[src/sv/lidar_packet_point_decoder_top_macros.svh]
// ---------------------------------------------------------------------------
// Lidar packet point decoder assertion macros
// Shorthand for the concurrent checks of the decoder top level.
// ---------------------------------------------------------------------------
`ifndef LIDAR_PACKET_POINT_DECODER_TOP_MACROS_SVH
`define LIDAR_PACKET_POINT_DECODER_TOP_MACROS_SVH

// The consequent must hold in the same cycle as the antecedent.
`define LPD_ASSERT_IMP(label, clk, rst_n, ante, cons) \
  label: assert property (@(posedge clk) disable iff (!rst_n) (ante) |-> (cons)) \
    else $error("lpd check failed");

// The consequent must hold in the cycle after the antecedent.
`define LPD_ASSERT_NEXT(label, clk, rst_n, ante, cons) \
  label: assert property (@(posedge clk) disable iff (!rst_n) (ante) |=> (cons)) \
    else $error("lpd check failed");

`endif

[src/sv/lpd_pkg.sv]
// ---------------------------------------------------------------------------
// Lidar packet point decoder package
// Shared constants, types and the CRC-8 step of the decoder.
// ---------------------------------------------------------------------------
package lpd_pkg;

  localparam logic [7:0] HdrFirst  = 8'h54;
  localparam logic [7:0] HdrSecond = 8'h2C;
  localparam logic [7:0] CrcSeed   = 8'hD8;
  localparam logic [7:0] CrcPoly   = 8'h4D;

  // Payload byte positions.
  localparam int unsigned StartLo    = 2;
  localparam int unsigned StartHi    = 3;
  localparam int unsigned PointFirst = 4;
  localparam int unsigned EndLo      = 40;
  localparam int unsigned EndHi      = 41;
  localparam int unsigned CrcIndex   = 44;

  localparam int unsigned NumPoints  = 12;
  localparam int unsigned NumBanks   = 2;
  localparam int unsigned QueueDepth = NumBanks;
  localparam int unsigned StoreDepth = NumBanks * NumPoints;
  localparam int unsigned AddrW      = $clog2(StoreDepth);
  localparam int unsigned PtIdxW     = $clog2(NumPoints);
  localparam int unsigned CntW       = 6;

  localparam int unsigned FullTurn   = 36000;
  // floor(x / 11) == (x * StepRecip) >> StepShift for every x below 36000.
  localparam int unsigned StepRecip  = 47663;
  localparam int unsigned StepShift  = 19;
  localparam int unsigned DiffW      = 18;
  localparam int unsigned StepW      = 32 - StepShift;

  typedef struct packed {
    logic        bank;
    logic [15:0] start_angle;
    logic [15:0] end_angle;
  } frame_desc_t;

  typedef struct packed {
    logic             dist_we;
    logic             inten_we;
    logic [AddrW-1:0] addr;
    logic [15:0]      distance;
    logic [7:0]       inten;
  } store_wr_t;

  typedef struct packed {
    logic active;
    logic release_en;
    logic release_bank;
  } back_status_t;

  function automatic logic [7:0] crc8_update(logic [7:0] crc, logic [7:0] b);
    logic [7:0] c;
    c = crc ^ b;
    for (int k = 0; k < 8; k++) begin
      c = c[7] ? ((c << 1) ^ CrcPoly) : (c << 1);
    end
    return c;
  endfunction

  function automatic logic [AddrW-1:0] store_addr(logic bank, logic [PtIdxW-1:0] idx);
    return AddrW'(idx) + (bank ? AddrW'(NumPoints) : AddrW'(0));
  endfunction

endpackage

[src/sv/lpd_front.sv]
// ---------------------------------------------------------------------------
// Lidar packet point decoder front end
// Hunts for the header, checks the CRC and fills one point bank per frame.
// ---------------------------------------------------------------------------
module lpd_front
  import lpd_pkg::*;
(
  input  logic         clk_i,
  input  logic         rst_ni,
  input  logic         rx_valid_i,
  input  logic [7:0]   rx_byte_i,
  output logic         rx_stall_o,
  output store_wr_t    store_wr_o,
  output logic         push_o,
  output frame_desc_t  push_desc_o,
  input  back_status_t back_status_i
);

  typedef enum logic [2:0] {
    PH_HUNT    = 3'b001,
    PH_GOT_T   = 3'b010,
    PH_PAYLOAD = 3'b100
  } phase_e;

  phase_e              phase_q, phase_d;
  logic [CntW-1:0]     cnt_q, cnt_d;
  logic [7:0]          crc_q, crc_d;
  logic [7:0]          low_q, low_d;
  logic [15:0]         start_q, start_d;
  logic [15:0]         end_q, end_d;
  logic [PtIdxW-1:0]   idx_q, idx_d;
  logic [1:0]          pos_q, pos_d;
  logic                bank_q, bank_d;
  logic [NumBanks-1:0] busy_q, busy_d;
  logic                accept;

  assign rx_stall_o  = (phase_q == PH_PAYLOAD) && busy_q[bank_q];
  assign accept      = rx_valid_i && !rx_stall_o;
  assign push_desc_o = '{bank: bank_q, start_angle: start_q, end_angle: end_q};

  always_comb begin
    phase_d    = phase_q;
    cnt_d      = cnt_q;
    crc_d      = crc_q;
    low_d      = low_q;
    start_d    = start_q;
    end_d      = end_q;
    idx_d      = idx_q;
    pos_d      = pos_q;
    bank_d     = bank_q;
    busy_d     = busy_q;
    push_o     = 1'b0;
    store_wr_o = '{dist_we: 1'b0, inten_we: 1'b0, addr: store_addr(bank_q, idx_q),
                   distance: {rx_byte_i, low_q}, inten: rx_byte_i};
    if (back_status_i.release_en) begin
      busy_d[back_status_i.release_bank] = 1'b0;
    end
    if (accept) begin
      unique case (phase_q)
        PH_HUNT: begin
          if (rx_byte_i == HdrFirst) begin
            phase_d = PH_GOT_T;
          end
        end
        PH_GOT_T: begin
          if (rx_byte_i == HdrSecond) begin
            phase_d = PH_PAYLOAD;
            cnt_d   = '0;
            crc_d   = CrcSeed;
            idx_d   = '0;
            pos_d   = '0;
          end else if (rx_byte_i != HdrFirst) begin
            phase_d = PH_HUNT;
          end
        end
        PH_PAYLOAD: begin
          if (cnt_q == CntW'(CrcIndex)) begin
            if (rx_byte_i == crc_q) begin
              push_o         = 1'b1;
              busy_d[bank_q] = 1'b1;
              bank_d         = !bank_q;
            end
            phase_d = PH_HUNT;
            cnt_d   = '0;
            crc_d   = CrcSeed;
          end else begin
            crc_d = crc8_update(crc_q, rx_byte_i);
            cnt_d = cnt_q + CntW'(1);
            if (cnt_q == CntW'(StartLo) || cnt_q == CntW'(EndLo)) begin
              low_d = rx_byte_i;
            end else if (cnt_q == CntW'(StartHi)) begin
              start_d = {rx_byte_i, low_q};
            end else if (cnt_q == CntW'(EndHi)) begin
              end_d = {rx_byte_i, low_q};
            end else if (cnt_q >= CntW'(PointFirst) && cnt_q < CntW'(EndLo)) begin
              case (pos_q)
                2'd0: begin
                  low_d = rx_byte_i;
                  pos_d = 2'd1;
                end
                2'd1: begin
                  store_wr_o.dist_we = 1'b1;
                  pos_d              = 2'd2;
                end
                default: begin
                  store_wr_o.inten_we = 1'b1;
                  pos_d               = 2'd0;
                  idx_d               = idx_q + PtIdxW'(1);
                end
              endcase
            end
          end
        end
        default: begin
          phase_d = PH_HUNT;
        end
      endcase
    end
  end

  always_ff @(posedge clk_i or negedge rst_ni) begin
    if (!rst_ni) begin
      phase_q <= PH_HUNT;
      cnt_q   <= '0;
      crc_q   <= CrcSeed;
      idx_q   <= '0;
      pos_q   <= '0;
      bank_q  <= 1'b0;
      busy_q  <= '0;
    end else begin
      phase_q <= phase_d;
      cnt_q   <= cnt_d;
      crc_q   <= crc_d;
      idx_q   <= idx_d;
      pos_q   <= pos_d;
      bank_q  <= bank_d;
      busy_q  <= busy_d;
    end
  end

  always_ff @(posedge clk_i) begin
    low_q   <= low_d;
    start_q <= start_d;
    end_q   <= end_d;
  end

endmodule

[src/sv/lpd_fifo.sv]
// ---------------------------------------------------------------------------
// Lidar packet point decoder frame queue
// Short queue of good-frame descriptors between the front and back ends.
// ---------------------------------------------------------------------------
module lpd_fifo
  import lpd_pkg::*;
(
  input  logic        clk_i,
  input  logic        rst_ni,
  input  logic        push_i,
  input  frame_desc_t push_desc_i,
  input  logic        pop_i,
  output frame_desc_t pop_desc_o,
  output logic        empty_o,
  output logic        full_o
);

  localparam int unsigned PtrW = $clog2(QueueDepth);
  localparam int unsigned CountW = $clog2(QueueDepth + 1);

  frame_desc_t       mem_q [QueueDepth];
  logic [PtrW-1:0]   wr_ptr_q, rd_ptr_q;
  logic [CountW-1:0] count_q;

  assign empty_o    = (count_q == '0);
  assign full_o     = (count_q == CountW'(QueueDepth));
  assign pop_desc_o = mem_q[rd_ptr_q];

  always_ff @(posedge clk_i) begin
    if (push_i) begin
      mem_q[wr_ptr_q] <= push_desc_i;
    end
  end

  always_ff @(posedge clk_i or negedge rst_ni) begin
    if (!rst_ni) begin
      wr_ptr_q <= '0;
      rd_ptr_q <= '0;
      count_q  <= '0;
    end else begin
      if (push_i) begin
        wr_ptr_q <= (wr_ptr_q == PtrW'(QueueDepth - 1)) ? '0 : wr_ptr_q + PtrW'(1);
      end
      if (pop_i) begin
        rd_ptr_q <= (rd_ptr_q == PtrW'(QueueDepth - 1)) ? '0 : rd_ptr_q + PtrW'(1);
      end
      count_q <= count_q + CountW'(push_i) - CountW'(pop_i);
    end
  end

endmodule

[src/sv/lpd_back.sv]
// ---------------------------------------------------------------------------
// Lidar packet point decoder back end
// Holds the point banks, works out the angle step and emits twelve points.
// ---------------------------------------------------------------------------
module lpd_back
  import lpd_pkg::*;
(
  input  logic         clk_i,
  input  logic         rst_ni,
  input  store_wr_t    store_wr_i,
  input  logic         q_empty_i,
  input  frame_desc_t  q_desc_i,
  output logic         q_pop_o,
  output back_status_t status_o,
  output logic         out_valid_o,
  input  logic         out_stall_i,
  output logic [15:0]  distance_mm_o,
  output logic [7:0]   intensity_o,
  output logic [15:0]  angle_centideg_o,
  output logic         last_point_o
);

  typedef enum logic [4:0] {
    S_IDLE = 5'b00001,
    S_DIFF = 5'b00010,
    S_SPAN = 5'b00100,
    S_MUL  = 5'b01000,
    S_EMIT = 5'b10000
  } state_e;

  logic [15:0] dist_mem [StoreDepth];
  logic [7:0]  inten_mem [StoreDepth];

  state_e            state_q, state_d;
  frame_desc_t       desc_q;
  logic [DiffW-1:0]  diff_q;
  logic [15:0]       astart_q;
  logic [15:0]       span_q;
  logic [31:0]       prod_q;
  logic [15:0]       acc_q;
  logic [PtIdxW-1:0] idx_q;
  logic              out_valid_q;
  logic [15:0]       dist_q;
  logic [7:0]        inten_q;
  logic [15:0]       angle_q;
  logic              last_q;

  logic              load;
  logic              is_last;
  logic [AddrW-1:0]  rd_addr;
  logic [16:0]       acc_sum;
  logic [15:0]       acc_next;
  logic [15:0]       span_next;

  assign load    = (state_q == S_EMIT) && (!out_valid_q || !out_stall_i);
  assign is_last = (idx_q == PtIdxW'(NumPoints - 1));
  assign rd_addr = store_addr(desc_q.bank, idx_q);
  assign q_pop_o = (state_q == S_IDLE) && !q_empty_i;
  assign acc_sum = {1'b0, acc_q} + 17'(prod_q[31:StepShift]);
  assign acc_next = (acc_sum >= 17'(FullTurn)) ? 16'(acc_sum - 17'(FullTurn))
                                                 : acc_sum[15:0];

  assign status_o = '{active: (state_q != S_IDLE), release_en: load && is_last,
                      release_bank: desc_q.bank};

  always_comb begin
    if (diff_q >= DiffW'(3 * FullTurn)) begin
      span_next = 16'(diff_q - DiffW'(3 * FullTurn));
    end else if (diff_q >= DiffW'(2 * FullTurn)) begin
      span_next = 16'(diff_q - DiffW'(2 * FullTurn));
    end else if (diff_q >= DiffW'(FullTurn)) begin
      span_next = 16'(diff_q - DiffW'(FullTurn));
    end else begin
      span_next = diff_q[15:0];
    end
  end

  always_comb begin
    state_d = state_q;
    unique case (state_q)
      S_IDLE: begin
        if (!q_empty_i) begin
          state_d = S_DIFF;
        end
      end
      S_DIFF: state_d = S_SPAN;
      S_SPAN: state_d = S_MUL;
      S_MUL:  state_d = S_EMIT;
      S_EMIT: begin
        if (load && is_last) begin
          state_d = S_IDLE;
        end
      end
      default: state_d = S_IDLE;
    endcase
  end

  always_ff @(posedge clk_i) begin
    if (store_wr_i.dist_we) begin
      dist_mem[store_wr_i.addr] <= store_wr_i.distance;
    end
    if (store_wr_i.inten_we) begin
      inten_mem[store_wr_i.addr] <= store_wr_i.inten;
    end
  end

  always_ff @(posedge clk_i) begin
    if (q_pop_o) begin
      desc_q <= q_desc_i;
    end
    if (state_q == S_DIFF) begin
      diff_q   <= DiffW'(desc_q.end_angle) + DiffW'(2 * FullTurn)
                  - DiffW'(desc_q.start_angle);
      astart_q <= (desc_q.start_angle >= 16'(FullTurn))
                  ? desc_q.start_angle - 16'(FullTurn) : desc_q.start_angle;
    end
    if (state_q == S_SPAN) begin
      span_q <= span_next;
    end
    if (state_q == S_MUL) begin
      prod_q <= 32'(span_q) * 32'(StepRecip);
      acc_q  <= astart_q;
    end
    if (load) begin
      dist_q  <= dist_mem[rd_addr];
      inten_q <= inten_mem[rd_addr];
      angle_q <= acc_q;
      last_q  <= is_last;
      acc_q   <= acc_next;
    end
  end

  always_ff @(posedge clk_i or negedge rst_ni) begin
    if (!rst_ni) begin
      state_q     <= S_IDLE;
      idx_q       <= '0;
      out_valid_q <= 1'b0;
    end else begin
      state_q <= state_d;
      if (state_q == S_MUL) begin
        idx_q <= '0;
      end else if (load) begin
        idx_q <= idx_q + PtIdxW'(1);
      end
      if (load) begin
        out_valid_q <= 1'b1;
      end else if (!out_stall_i) begin
        out_valid_q <= 1'b0;
      end
    end
  end

  assign out_valid_o      = out_valid_q;
  assign distance_mm_o    = dist_q;
  assign intensity_o      = inten_q;
  assign angle_centideg_o = angle_q;
  assign last_point_o     = last_q;

endmodule

[src/sv/lidar_packet_point_decoder_top.sv]
// A byte is taken whenever rx_stall_o is low; the front end stalls
// a payload byte only while both point banks are still owned by the emitter,
// which happens only when frames arrive faster than their points are taken.
// A frame whose CRC matches yields twelve points: the emitter fetches the frame
// from the queue in S_IDLE and works out the angle span and step in S_DIFF,
// S_SPAN and S_MUL, and only then emits the first point; its single output
// register then delivers one point per cycle while out_stall_i stays low.
// The point banks need no clearing after reset.
// ---------------------------------------------------------------------------
// Lidar packet point decoder top level
// Parses framed lidar bytes and emits the twelve points of each good frame.
// ---------------------------------------------------------------------------
`include "lidar_packet_point_decoder_top_macros.svh"

module lidar_packet_point_decoder_top
  import lpd_pkg::*;
(
  input  logic        clk_i,
  input  logic        rst_ni,
  input  logic        rx_valid_i,
  input  logic [7:0]  rx_byte_i,
  output logic        rx_stall_o,
  output logic        out_valid_o,
  input  logic        out_stall_i,
  output logic [15:0] distance_mm_o,
  output logic [7:0]  intensity_o,
  output logic [15:0] angle_centideg_o,
  output logic        last_point_o
);

  store_wr_t    store_wr;
  logic         q_push;
  frame_desc_t  q_push_desc;
  logic         q_pop;
  frame_desc_t  q_pop_desc;
  logic         q_empty;
  logic         q_full;
  back_status_t back_status;

  lpd_front u_front (
    .clk_i         (clk_i),
    .rst_ni        (rst_ni),
    .rx_valid_i    (rx_valid_i),
    .rx_byte_i     (rx_byte_i),
    .rx_stall_o    (rx_stall_o),
    .store_wr_o    (store_wr),
    .push_o        (q_push),
    .push_desc_o   (q_push_desc),
    .back_status_i (back_status)
  );

  lpd_fifo u_fifo (
    .clk_i       (clk_i),
    .rst_ni      (rst_ni),
    .push_i      (q_push),
    .push_desc_i (q_push_desc),
    .pop_i       (q_pop),
    .pop_desc_o  (q_pop_desc),
    .empty_o     (q_empty),
    .full_o      (q_full)
  );

  lpd_back u_back (
    .clk_i            (clk_i),
    .rst_ni           (rst_ni),
    .store_wr_i       (store_wr),
    .q_empty_i        (q_empty),
    .q_desc_i         (q_pop_desc),
    .q_pop_o          (q_pop),
    .status_o         (back_status),
    .out_valid_o      (out_valid_o),
    .out_stall_i      (out_stall_i),
    .distance_mm_o    (distance_mm_o),
    .intensity_o      (intensity_o),
    .angle_centideg_o (angle_centideg_o),
    .last_point_o     (last_point_o)
  );

  `LPD_ASSERT_IMP(a_push_not_full, clk_i, rst_ni, q_push, !q_full)
  `LPD_ASSERT_IMP(a_pop_not_empty, clk_i, rst_ni, q_pop, !q_empty)
  `LPD_ASSERT_IMP(a_stall_has_owner, clk_i, rst_ni, rx_stall_o, !q_empty || back_status.active)
  `LPD_ASSERT_NEXT(a_release_idles, clk_i, rst_ni, back_status.release_en, !back_status.active)

endmodule

[config.mk]
export PLATFORM = sky130hd
export DESIGN_NAME = lidar_packet_point_decoder_top
export DESIGN_NICKNAME = d
export VERILOG_FILES = /design/src/sv/lpd_pkg.sv /design/src/sv/lpd_front.sv /design/src/sv/lpd_fifo.sv /design/src/sv/lpd_back.sv /design/src/sv/lidar_packet_point_decoder_top.sv
export VERILOG_INCLUDE_DIRS = /design/src /design/src/sv
export SDC_FILE = /design/constraint.sdc
export NUM_CORES = 1
export LEC_CHECK = 0
export ABC_CLOCK_PERIOD_IN_PS = 6300
export CORE_MARGIN = 2
export CORE_UTILIZATION = 55
export DETAILED_ROUTE_END_ITERATION = 10
export DONT_BUFFER_PORTS = 1
export PLACE_DENSITY = 0.79
export SKIP_LAST_GASP = 1
export SYNTH_ARGS = -nofsm -noshare
export SYNTH_HDL_FRONTEND = slang
export SYNTH_SLANG_ARGS = --single-unit
[constraint.sdc]
create_clock -name clk_i -period 6.3 [get_ports clk_i]
set_input_delay 1.26 -clock clk_i [delete_from_list [all_inputs] [get_ports clk_i]]
set_output_delay 1.26 -clock clk_i [all_outputs]
set_load 0.01 [all_outputs]
==> out/metrics.yaml <==
via_per_inst: 6.17
finalSetupViolations: 0
synth.avg_cell_area_um2: 16.7
hold_viol: 0
finClkSkew_ns: 0.0329
cp-end-kind: "register"
initial_core_util_pct: 55.4
startpoint_type: "register"
cap_violations: 0
use_met1_pct: 32.5
gr-usage-met3_pct: 3.67
slew_viol_final: 0
yosysSeqAreaShare_pct: 64.6
dr.pass1.iters: 8
cts_tree: "built"
area_growth_pct: 10.8
synth_area_leader_cell: "edfxtp_1"
cts_sinks: 875
timing.critical_path.slowest_cell_delay_ns: 0.55
grt_usage_pct: 24.5
grt-ovfl-total: 0
rows: 99
synth.distinct_cells: 77
wl_per_cell_um: 25.8
met2_usage_pct: 41.7
max_freq_mhz: 165
rr_endpoint: "u_back.prod_q[31]"
busiest_layer: "met2"
vdd_drop_max_mv: 0.344
critPathKind: "register to register"
clk_path_buf_depth: 3
yosysMostFrequentCell: "edfxtp_1"
grt_pass1_wl_um: 138000
vias: 21652
slew-limit-headroom_pct: 20.1
ys_warn_count: 0
crit_path_frequent_cell: "inv_1"
drive_gt1_share_pct: 16.3
antennaDiodeCount: 0
hold_ws_ns: 0.314
r2r_cells: 23
htree_levels: 3
synth.cell_area_um2: 40400
ys_ff_latch: 875
synthTopCellsByCount: "edfxtp_1 (835), inv_1 (242), ha_1 (210)"
crit_fanout: 4
worstPathRequired_ns: 6.77
critPathSlowestCell: "fa_1"
power_leakage_nw: 16.1
nNetsFinal: 2805
clk_pin_slew_ns: 0.07
tightest_slew_ns: 1.20
synth_area_leaders: "edfxtp_1 (62%), mux4_2 (9.4%), ha_1 (6.5%)"
synth_edf_count: 835
synth_top_area_share_pct: 62.1
io_buffers: 0
r2r_slack_ns: 0.22
power_density_nw_per_um2: 330
hold_path.class: "input port to async pin"
fp.dieW_um: 275
fin_crit_sh_pct: 96.5
dieHeight_um: 275
synth_nets: 2736
rsz0062_at_grt: "true"
num_io_pins: 55
worstPathCellList: "ha_1 > inv_1 > fa_1 > inv_1 > fa_1 > inv_1 > fa_1 > inv_1 > fa_1 > inv_1 > fa_1 > inv_1 > ha_1 > a211o_1 > a31oi_1 > o21ai_1 > a211oi_2 > a211oi_2 > a311o_1 > and3_1 > o21ai_2 > a21oi_1 > a31oi_1"
ctsHoldBuffers: 0
setup-tns-final_ns: 0
grt_max_degree: 93
cts_root_buf: "clkbuf_16"
arrival_ns: 6.55
cts_made_buffers: 85
drc_errors: 0
r2r_start: "u_back.span_q[4]"
die_area_um2: 75600
clk_latency_ns: 0.65
min_period_ns: 6.08
grt_pass1_vias: 22371
yosys_most_used_dff: "edfxtp_1"
postSynthCellCount: 2414
antenna_found_initial: 1
core-area_um2: 72800
post-dp-hpwl_um: 53800
first_iter_violations: 2307
gp_congestion: 0.864
ys_async_sr_fraction_pct: 4.57
ant_nets: 0
wl_um: 90700
outcome: "finished clean"
per-stage QoR:
stage                     cells  cell area, um^2  power [mW]  util, %  worst slack (ns)
after floorplan            2414            40400        8.67        -             0.288
after global placement     3354            41800        9.37     57.3             0.289
after detailed placement   3354            41800        9.42     57.3             0.144
after CTS                  3511            44700        14.8     61.4             0.109
after global routing       3512            44700        15.2     61.4           -0.0386
final                      3512            44700        14.8     61.4             0.223
power by group:
group	switching, mW	total, mW	internal, mW
Clock	2.25	5.35	3.10
Sequential	0.213	6.63	6.42
Combinational	1.41	2.78	1.37
Total	3.87	14.8	10.9
state kept, by name, indices dropped and copies added (netlist names), 3 cells and up:
register                 count
u_front.cnt_q                6
u_front.start_q             16
u_back.distance_mm_o        16
u_front.low_q                8
u_front.end_q               16
u_back.diff_q               18
u_fifo.mem_q                66
u_back.idx_q                 4
u_back.state_q               5
u_back.inten_mem           192
u_front.phase_q              3
u_back.desc_q               32
u_back.angle_centideg_o     16
u_back.acc_q                16
u_back.intensity_o           8
u_back.span_q               16
u_front.crc_q                8
u_front.idx_q                4
u_back.astart_q             16
u_back.dist_mem            384
u_back.prod_q               13
how the worst max path moves through the flow:
stage	startpoint	endpoint	slack (ns)	cells after the start
final	u_back.span_q[4]	u_back.prod_q[31]	0.22	23
after global routing	u_back.span_q[4]	u_back.prod_q[31]	-0.04	23
after CTS	u_back.span_q[4]	u_back.prod_q[31]	0.11	23
after detailed placement	u_back.span_q[6]	u_back.prod_q[31]	0.14	22
after global placement	u_back.span_q[4]	u_back.prod_q[31]	0.29	23
after floorplan	u_back.span_q[4]	u_back.prod_q[31]	0.29	22
routing by layer:
layer	part of all wire (%)	wire length, um	up-vias
met4	3.4	3090	0
li1	-	-	9269
met5	0	0	-
met1	38	34800	11089
met2	51	46300	1097
met3	7.1	6460	197
layout by cell type (no fill, tap or decap), types with 5 or more instances in the layout:
master and n:
edfxtp_1 835, inv_1 241, ha_1 209, mux4_2 168, nor2_1 141, fa_1 99, clkbuf_16 86, nand2_1 81
a21oi_1 77, xnor2_1 64, buf_4 49, xor2_1 38, o21ai_0 35, mux2_2 34, dfrtp_1 32, mux2i_1 28
nor3_1 24, nand3_1 16, nand4_1 16, clkinv_1 16, o21ai_1 14, clkbuf_1 14, bufinv_16 13, a21o_1 12
o21a_1 12, a31oi_1 12, clkinv_2 12, and3_1 11, nand2b_1 10, nor2b_1 9, and2_1 7, nand3b_1 7
o21bai_1 6, clkinvlp_4 6, dfstp_2 6, nor4_1 5, or2_2 5, o211ai_1 5, a211oi_1 5
timing repair:
action | CTS | global route
gates resized for setup | 0 | 5
buffers inserted | 0 | 1
setup endpoints to repair | 0 | 4
kinds of logic after synthesis:
family | count (synthesis) | synth area share (%)
muxes | 231 | 11.0
buffers and inverters | 311 | 2.90
DFF | 875 | 64.6
and+or+nand+nor | 356 | 4.14
xor gates and xnor gates | 102 | 2.21
AOI/OAI and AO/OA | 229 | 3.65
adders and majority gates | 310 | 11.5
critical path: cells and delay by family (launching register included):
family / cells / cell delay, ns
AO/OA/AOI/OAI: 9 / 1.80
adder cells (fa/ha/maj): 7 / 3.18
buffers and inverters: 6 / 0.33
flip-flops: 1 / 0.39
AND/OR/NAND/NOR: 1 / 0.21
final cells by class:
cell class              count  area, um^2
fillers                  4981       28100
flip-flops and latches    875       26100
multi-input cells        1228       13200
clock buffers             102        2230
well taps                 959        1200
inverters                 242         908
clock inverters            55         714
repair buffers             51         408
(Power assumes the default switching activity.)
